--- config.mk ---
export PLATFORM = sky130hd
export DESIGN_NAME = button_debounce_press_detector_core
export DESIGN_NICKNAME = d
export VERILOG_FILES = /design/src/hdl/bdpd_pkg.sv /design/src/hdl/bdpd_lane.sv /design/src/hdl/bdpd_merge.sv /design/src/hdl/button_debounce_press_detector_core.sv
export SDC_FILE = /design/constraint.sdc
export NUM_CORES = 1
export LEC_CHECK = 0
export ABC_AREA = 0
export BUFFER_PORTS_ARGS = -buffer_cell sky130_fd_sc_hd__buf_4
export CORE_AREA = 2 2 175 177
export CTS_BUF_LIST = sky130_fd_sc_hd__clkbuf_8
export DETAILED_ROUTE_END_ITERATION = 7
export DIE_AREA = 0 0 177 179
export PLACE_DENSITY_LB_ADDON = 0.05
export REMOVE_ABC_BUFFERS = 1
export SLEW_MARGIN = 10
export SYNTH_ARGS = -nofsm -noshare
export SYNTH_HDL_FRONTEND = slang
export SYNTH_HIERARCHICAL = 1
export SYNTH_SLANG_ARGS = --single-unit
--- constraint.sdc ---
create_clock -name clock -period 11.3 [get_ports clock]
set_input_delay 2.825 -clock clock [delete_from_list [all_inputs] [get_ports clock]]
set_output_delay 2.825 -clock clock [all_outputs]
set_load 0.02 [all_outputs]
--- src/hdl/bdpd_pkg.sv ---
`timescale 1ns / 1ps
// Shared types and constants for the button debounce and press detector.
// No dependencies.
package bdpd_pkg;

   localparam int NUM_BUTTONS_DEF = 5;
   localparam int BUTTON_W        = 3;
   localparam int CSR_INDEX_W     = 2;
   localparam int CSR_DATA_W      = 8;

   localparam logic [CSR_INDEX_W-1:0] REG_DEBOUNCE_COUNT   = 2'd0;
   localparam logic [CSR_INDEX_W-1:0] REG_SHORT_PRESS_MIN  = 2'd1;
   localparam logic [CSR_INDEX_W-1:0] REG_LONG_PRESS_TICKS = 2'd2;

   localparam logic [3:0] DEBOUNCE_COUNT_RST   = 4'd3;
   localparam logic [7:0] SHORT_PRESS_MIN_RST  = 8'd2;
   localparam logic [7:0] LONG_PRESS_TICKS_RST = 8'd100;

   localparam logic [7:0] COUNTER_MAX = 8'd255;

   localparam logic [1:0] EV_NONE  = 2'd0;
   localparam logic [1:0] EV_SHORT = 2'd1;
   localparam logic [1:0] EV_LONG  = 2'd2;

   localparam logic ACTION_TICK = 1'b0;
   localparam logic ACTION_READ = 1'b1;

   typedef struct packed {
      logic [3:0] debounce_count;
      logic [7:0] short_press_min;
      logic [7:0] long_press_ticks;
   } cfg_type;

   typedef struct packed {
      logic       level_after;
      logic [1:0] event_code;
   } lane_status_type;

   typedef enum logic [2:0] {
      PHASE_IDLE    = 3'b001,
      PHASE_PRESSED = 3'b010,
      PHASE_LONG    = 3'b100
   } phase_type;

endpackage

--- src/hdl/bdpd_lane.sv ---
`timescale 1ns / 1ps
// One button qualifier: integrating counter, debounced level, press phase, event latch.
// Depends on bdpd_pkg.
module bdpd_lane (
   input  logic                      clock,
   input  logic                      reset,
   input  bdpd_pkg::cfg_type         cfg,
   input  logic                      tick,
   input  logic                      clear,
   input  logic                      pressed,
   output bdpd_pkg::lane_status_type status
);

   logic [7:0]          cnt_ff, cnt_in;
   logic                level_ff, level_in;
   bdpd_pkg::phase_type phase_ff, phase_in;
   logic [1:0]          event_ff, event_in;
   logic [3:0]          thr;
   logic [7:0]          thr8;

   always_comb begin
      thr      = (cfg.debounce_count == 4'd0) ? 4'd1 : cfg.debounce_count;
      thr8     = {4'd0, thr};
      cnt_in   = cnt_ff;
      level_in = level_ff;
      phase_in = phase_ff;
      event_in = event_ff;
      if (tick) begin
         if (pressed) begin
            if (cnt_ff != bdpd_pkg::COUNTER_MAX) cnt_in = cnt_ff + 8'd1;
         end else if (cnt_ff != 8'd0) begin
            cnt_in = (cnt_ff >= thr8) ? (thr8 - 8'd1) : (cnt_ff - 8'd1);
         end
         level_in = (cnt_in >= thr8);
         if (level_ff && !level_in) begin
            if (phase_ff == bdpd_pkg::PHASE_PRESSED && cnt_ff > cfg.short_press_min)
               event_in = bdpd_pkg::EV_SHORT;
            phase_in = bdpd_pkg::PHASE_IDLE;
         end else if (!level_ff && level_in) begin
            phase_in = bdpd_pkg::PHASE_PRESSED;
         end else if (level_ff && level_in) begin
            if (cnt_in > cfg.long_press_ticks && phase_ff == bdpd_pkg::PHASE_PRESSED) begin
               phase_in = bdpd_pkg::PHASE_LONG;
               event_in = bdpd_pkg::EV_LONG;
            end
         end
      end else if (clear) begin
         event_in = bdpd_pkg::EV_NONE;
      end
   end

   always_ff @(posedge clock) begin
      if (reset) begin
         cnt_ff   <= 8'd0;
         level_ff <= 1'b0;
         phase_ff <= bdpd_pkg::PHASE_IDLE;
         event_ff <= bdpd_pkg::EV_NONE;
      end else begin
         cnt_ff   <= cnt_in;
         level_ff <= level_in;
         phase_ff <= phase_in;
         event_ff <= event_in;
      end
   end

   assign status.level_after = level_in;
   assign status.event_code  = event_ff;

endmodule

--- src/hdl/bdpd_merge.sv ---
`timescale 1ns / 1ps
// Merges lane status into one result item and holds it in the output register.
// Depends on bdpd_pkg.
module bdpd_merge #(
   parameter int NUM_BUTTONS = bdpd_pkg::NUM_BUTTONS_DEF,
   parameter int RSP_W       = 8
) (
   input  logic                          clock,
   input  logic                          reset,
   input  logic                          accept,
   input  logic                          action,
   input  logic [bdpd_pkg::BUTTON_W-1:0] button,
   input  bdpd_pkg::lane_status_type     status [NUM_BUTTONS],
   output logic                          rsp_tvalid,
   input  logic                          rsp_tready,
   output logic [RSP_W-1:0]              rsp_tdata,
   output logic                          out_free
);

   logic                   valid_ff, valid_in;
   logic [RSP_W-1:0]       data_ff, data_in;
   logic [NUM_BUTTONS-1:0] mask;
   logic [1:0]             code;

   always_comb begin
      code = bdpd_pkg::EV_NONE;
      for (int i = 0; i < NUM_BUTTONS; i++) begin
         mask[i] = status[i].level_after;
         if (action == bdpd_pkg::ACTION_READ && button == i[bdpd_pkg::BUTTON_W-1:0])
            code = status[i].event_code;
      end
      data_in = RSP_W'({code, mask});
   end

   assign out_free = !valid_ff || rsp_tready;
   assign valid_in = accept || (valid_ff && !rsp_tready);

   always_ff @(posedge clock) begin
      if (reset) valid_ff <= 1'b0;
      else       valid_ff <= valid_in;
   end

   always_ff @(posedge clock) begin
      if (accept) data_ff <= data_in;
   end

   assign rsp_tvalid = valid_ff;
   assign rsp_tdata  = data_ff;

endmodule

--- src/hdl/button_debounce_press_detector_core.sv ---
`timescale 1ns / 1ps
// Bank of button qualifiers with short and long press detection.
// Depends on bdpd_pkg, bdpd_lane, bdpd_merge.
//
// Each accepted item's result reaches the output register on the next cycle; items can
// follow back to back, one per clock unless stalled. The only stall is the output
// register: req_tready drops while a result waits and rsp_tready is low. A tick item
// (tuser 0) updates every lane in parallel; a read item (tuser 1) returns and clears one
// button's latched event. Write registers through csr_ only while idle (not enforced).
module button_debounce_press_detector_core #(
   parameter int NUM_BUTTONS = bdpd_pkg::NUM_BUTTONS_DEF,
   localparam int REQ_W = ((NUM_BUTTONS + bdpd_pkg::BUTTON_W + 7) / 8) * 8,
   localparam int RSP_W = ((NUM_BUTTONS + 2 + 7) / 8) * 8
) (
   input  logic                             clock,
   input  logic                             reset,
   input  logic                             req_tvalid,
   output logic                             req_tready,
   input  logic [REQ_W-1:0]                 req_tdata,  // raw_levels, button
   input  logic                             req_tuser,  // action
   output logic                             rsp_tvalid,
   input  logic                             rsp_tready,
   output logic [RSP_W-1:0]                 rsp_tdata,  // debounced_mask, event_code
   input  logic                             csr_we,
   input  logic [bdpd_pkg::CSR_INDEX_W-1:0] csr_index,
   input  logic [bdpd_pkg::CSR_DATA_W-1:0]  csr_wdata
);

   bdpd_pkg::cfg_type                 cfg_ff;
   bdpd_pkg::lane_status_type         status [NUM_BUTTONS];
   logic                              accept;
   logic                              out_free;
   logic [NUM_BUTTONS-1:0]            raw_levels;
   logic [bdpd_pkg::BUTTON_W-1:0]     button;

   assign raw_levels = req_tdata[NUM_BUTTONS-1:0];
   assign button     = req_tdata[NUM_BUTTONS +: bdpd_pkg::BUTTON_W];
   assign req_tready = out_free;
   assign accept     = req_tvalid && out_free;

   always_ff @(posedge clock) begin
      if (reset) begin
         cfg_ff.debounce_count   <= bdpd_pkg::DEBOUNCE_COUNT_RST;
         cfg_ff.short_press_min  <= bdpd_pkg::SHORT_PRESS_MIN_RST;
         cfg_ff.long_press_ticks <= bdpd_pkg::LONG_PRESS_TICKS_RST;
      end else if (csr_we) begin
         case (csr_index)
            bdpd_pkg::REG_DEBOUNCE_COUNT:   cfg_ff.debounce_count   <= csr_wdata[3:0];
            bdpd_pkg::REG_SHORT_PRESS_MIN:  cfg_ff.short_press_min  <= csr_wdata;
            bdpd_pkg::REG_LONG_PRESS_TICKS: cfg_ff.long_press_ticks <= csr_wdata;
            default: ;
         endcase
      end
   end

   for (genvar g = 0; g < NUM_BUTTONS; g++) begin : g_lane
      bdpd_lane u_lane (
         .clock   (clock),
         .reset   (reset),
         .cfg     (cfg_ff),
         .tick    (accept && req_tuser == bdpd_pkg::ACTION_TICK),
         .clear   (accept && req_tuser == bdpd_pkg::ACTION_READ &&
                   button == bdpd_pkg::BUTTON_W'(g)),
         .pressed (!raw_levels[g]),
         .status  (status[g])
      );
   end

   bdpd_merge #(
      .NUM_BUTTONS (NUM_BUTTONS),
      .RSP_W       (RSP_W)
   ) u_merge (
      .clock      (clock),
      .reset      (reset),
      .accept     (accept),
      .action     (req_tuser),
      .button     (button),
      .status     (status),
      .rsp_tvalid (rsp_tvalid),
      .rsp_tready (rsp_tready),
      .rsp_tdata  (rsp_tdata),
      .out_free   (out_free)
   );

endmodule

==> impl_metrics.tcl <==
set metrics [dict create \
    ctsHoldBuffers 0 \
    timing.hold.ws_ps 458 \
    layout_min_cycle_time_ps 6110 \
    layout-area-overhead-vs-synth_pct 7.01 \
    clock-sinks 98 \
    post_cts_buffers 0 \
    slew_violations 0 \
    r2r-start "cfg_ff[18]$_SDFFE_PP0P_" \
    syn_avg_cell_area_um2 7.88 \
    top_level_ports 34 \
    fp-row-count 64 \
    drc_errors 0 \
    drt_iter0_markers 516 \
    synth-xor-area-share 0.0179 \
    muxShareOfSynthArea 0.0610 \
    slowest_stage "nand2b_1" \
    rsz0062_at_grt "no" \
    initial_utilization 0.342 \
    r2r_end "g_lane[2].u_lane/phase_ff[2]$_SDFFE_PP0P_" \
    reg2reg_slack_ps 6000 \
    wl_per_cell_um 18.7 \
    clkTransAtPathRegs_ps 120 \
    grt_usage 0.204 \
    holdPathStages 2 \
    cts-buffers-inserted 9 \
    crit_arrival_ps 3290 \
    worst_ep_required_time_ps 8480 \
    die_h_um 179 \
    slew_headroom 0.491 \
    ys_seq_area_frac 0.198 \
    synthSimpleGateAreaFrac 0.237 \
    antennaDiodeCount 0 \
    synth.top_cell.area_share 0.178 \
    drive_gt1_frac 0.0985 \
    worst_slew_pin_slew_ps 762 \
    gp_congestion 0.808 \
    vias 9103 \
    finalWirelength_um 31600 \
    path_max_fanout 4 \
    hold_path.class "reg2reg" \
    setup-tns-final_ps 0 \
    postSynth.asyncResetShare 0 \
    yosysWarnings 6 \
    start_kind "input pin" \
    nFillCells 3207 \
    ant_nets 0 \
    synth-seq-cells 98 \
    status "finished clean" \
    firstDrtPassIters 5 \
    cts_resized 0 \
    timing.critical_path.to_type "primary output" \
    die-width_um 177 \
    min_to "g_lane[0].u_lane/phase_ff[1]$_SDFFE_PP0P_" \
    synth_cell_types 105 \
    setup_ws_ps 5190 \
    port_buffers 32 \
    dp_hpwl_um 23300 \
    synth_flop_cell "dfxtp_1" \
    synth_adder_area_share 0.165 \
    p_leak_nw 4.74 \
    antenna_found_initial 0 \
    hp-start "g_lane[0].u_lane/phase_ff[1]$_SDFFE_PP0P_" \
    synthTopCellsByArea "dfxtp_1, ha_1, inv_1" \
    ir_drop_mv 0.0608 \
    dieArea_mm2 0.0317 \
    crit_chain "buf_4 > nand2b_1 > buf_4" \
    final_hold_viol_count 0 \
    core_region_area_mm2 0.0300 \
    htreeDepth 3 \
    grt_max_degree 63 \
    reg2reg_depth 21 \
    dp_worst_setup_slack_ps 4790 \
    cts_tree "done" \
    globalRouteOverflowTotal 0 \
    crit_path_max_incr_delay_ps 180 \
    synth_top_family_by_area "simple AND/OR/NAND/NOR gates" \
    drv_cap 0 \
    vias_per_cell 5.37 \
    post-route-period-util 0.541 \
    synth_compound_area_frac 0.233 \
    power_per_cell_area_mw_per_mm2 99.1 \
    synth-edff-count 7 \
    utilization 0.366 \
    clock_skew_ps 17.1 \
    path_class "in2out" \
    clk_latency_ps 400 \
    grt_first_pass_wirelength_um 49600 \
    synth_area_mm2 0.0103 \
    cp_common_cell "buf_4" \
    fmax_mhz 164 \
    synth_cells 1302 \
    grt_pass1_vias 8666 \
    yosysTopAreaCell "dfxtp_1" \
    nets 1453 \
    cts_buffer_depth 2 \
    setup_viol 0 \
    cts-root-buf "clkbuf_8" \
]
[logic make-up after synthesis]
family / Yosys count
buf+inv: 221
xor+xnor: 21
flops: 98
compound gates: 311
mux: 61
fa+ha+maj: 135
other cells: 1
simple gates: 454
[routing by layer]
layer  vias up  track usage  part of all wire
li1       4664            -                 -
met1      4245        0.278              0.48
met2       164        0.343              0.46
met3        30       0.0201             0.035
met4         0       0.0510             0.017
met5         -            0                 0
[sequential cells by signal, indices dropped and copies added (netlist names)]
register,flops
cfg_ff,20
g_lane.u_lane/cnt_ff,40
g_lane.u_lane/event_ff,10
g_lane.u_lane/level_ff,5
g_lane.u_lane/phase_ff,15
u_merge/rsp_tdata,7
u_merge/rsp_tvalid,1
[how the worst max path moves through the flow]
stage / slack (ps) / from / end
finish: 5190 / rsp_tready / req_tready
global route: 4830 / req_tdata[4] / g_lane[4].u_lane/phase_ff[1]$_SDFFE_PP0P_
CTS: 5180 / rsp_tready / req_tready
detailed placement: 4790 / req_tdata[4] / g_lane[4].u_lane/phase_ff[2]$_SDFFE_PP0P_
global placement: 4850 / req_tdata[4] / g_lane[4].u_lane/phase_ff[0]$_SDFFE_PP1P_
floorplan: 3190 / rsp_tready / g_lane[4].u_lane/phase_ff[0]$_SDFFE_PP1P_
[cells in the mapped netlist (8+ instances only)]
cell type  count
a21o_1        16
o211ai_1      19
a31oi_1       21
ha_1         135
nor3_1        43
xnor2_1       15
nand2b_1      39
nand4_1       20
a21oi_1       67
nor2_1       119
inv_1        160
a211oi_1      17
nor4_1         8
nor2b_1       12
nand3_1       33
o21ai_0       34
nand2_1       93
o21a_1        16
dfxtp_1       91
a311oi_1      14
mux2i_1       58
and3_1        14
buf_2         14
clkbuf_1      29
[power breakdown]
group	switching [W]	total [W]	internal, W
logic	0.000239	0.000407	0.000168
clock network	0.000149	0.000270	0.000121
registers	0.0000405	0.000411	0.000371
[final cells by class]
cell class                      count  area (µm²)  area share
Sequential cell                    98        2030       0.185
Timing Repair Buffer               39         293      0.0267
Multi-Input combinational cell    983        7330       0.668
Tap cell                          396         495      0.0451
Clock inverter                      4        50.0     0.00456
Clock buffer                       12         165      0.0150
Inverter                          163         612      0.0557
[placed cells by master (no fill, tap or decap), types with 7 or more instances in the layout]
cell and count:
a211oi_1 17, a21o_1 16, a21oi_1 67, a311oi_1 14, a31oi_1 21, and2_1 7
and3_1 14, and4_1 7, buf_4 39, clkbuf_8 12, dfxtp_1 91, edfxtp_1 7
ha_1 135, inv_1 161, mux2i_1 58, nand2_1 93, nand2b_1 39, nand3_1 33
nand3b_1 7, nand4_1 20, nor2_1 118, nor2b_1 12, nor3_1 43, nor3b_1 7
nor4_1 8, o211ai_1 19, o21a_1 16, o21ai_0 34, o31ai_1 7, xnor2_1 15
[worst max-delay path, delay by kind of cell]
kind,cells,cell delay (ps)
buf+inv,2,280
simple gates,1,180
[metrics by stage]
| stage | total power [W] | cell area [µm²] | std cells |
|---|---|---|---|
| after floorplan | 0.000710 | 9960 | 1244 |
| after global placement | 0.000829 | 10800 | 1679 |
| after detailed placement | 0.000826 | 10800 | 1679 |
| after CTS | 0.00110 | 11000 | 1695 |
| after global routing | 0.00117 | 11000 | 1695 |
| final | 0.00109 | 11000 | 1695 |
Power figures use the tool's default switching activity.
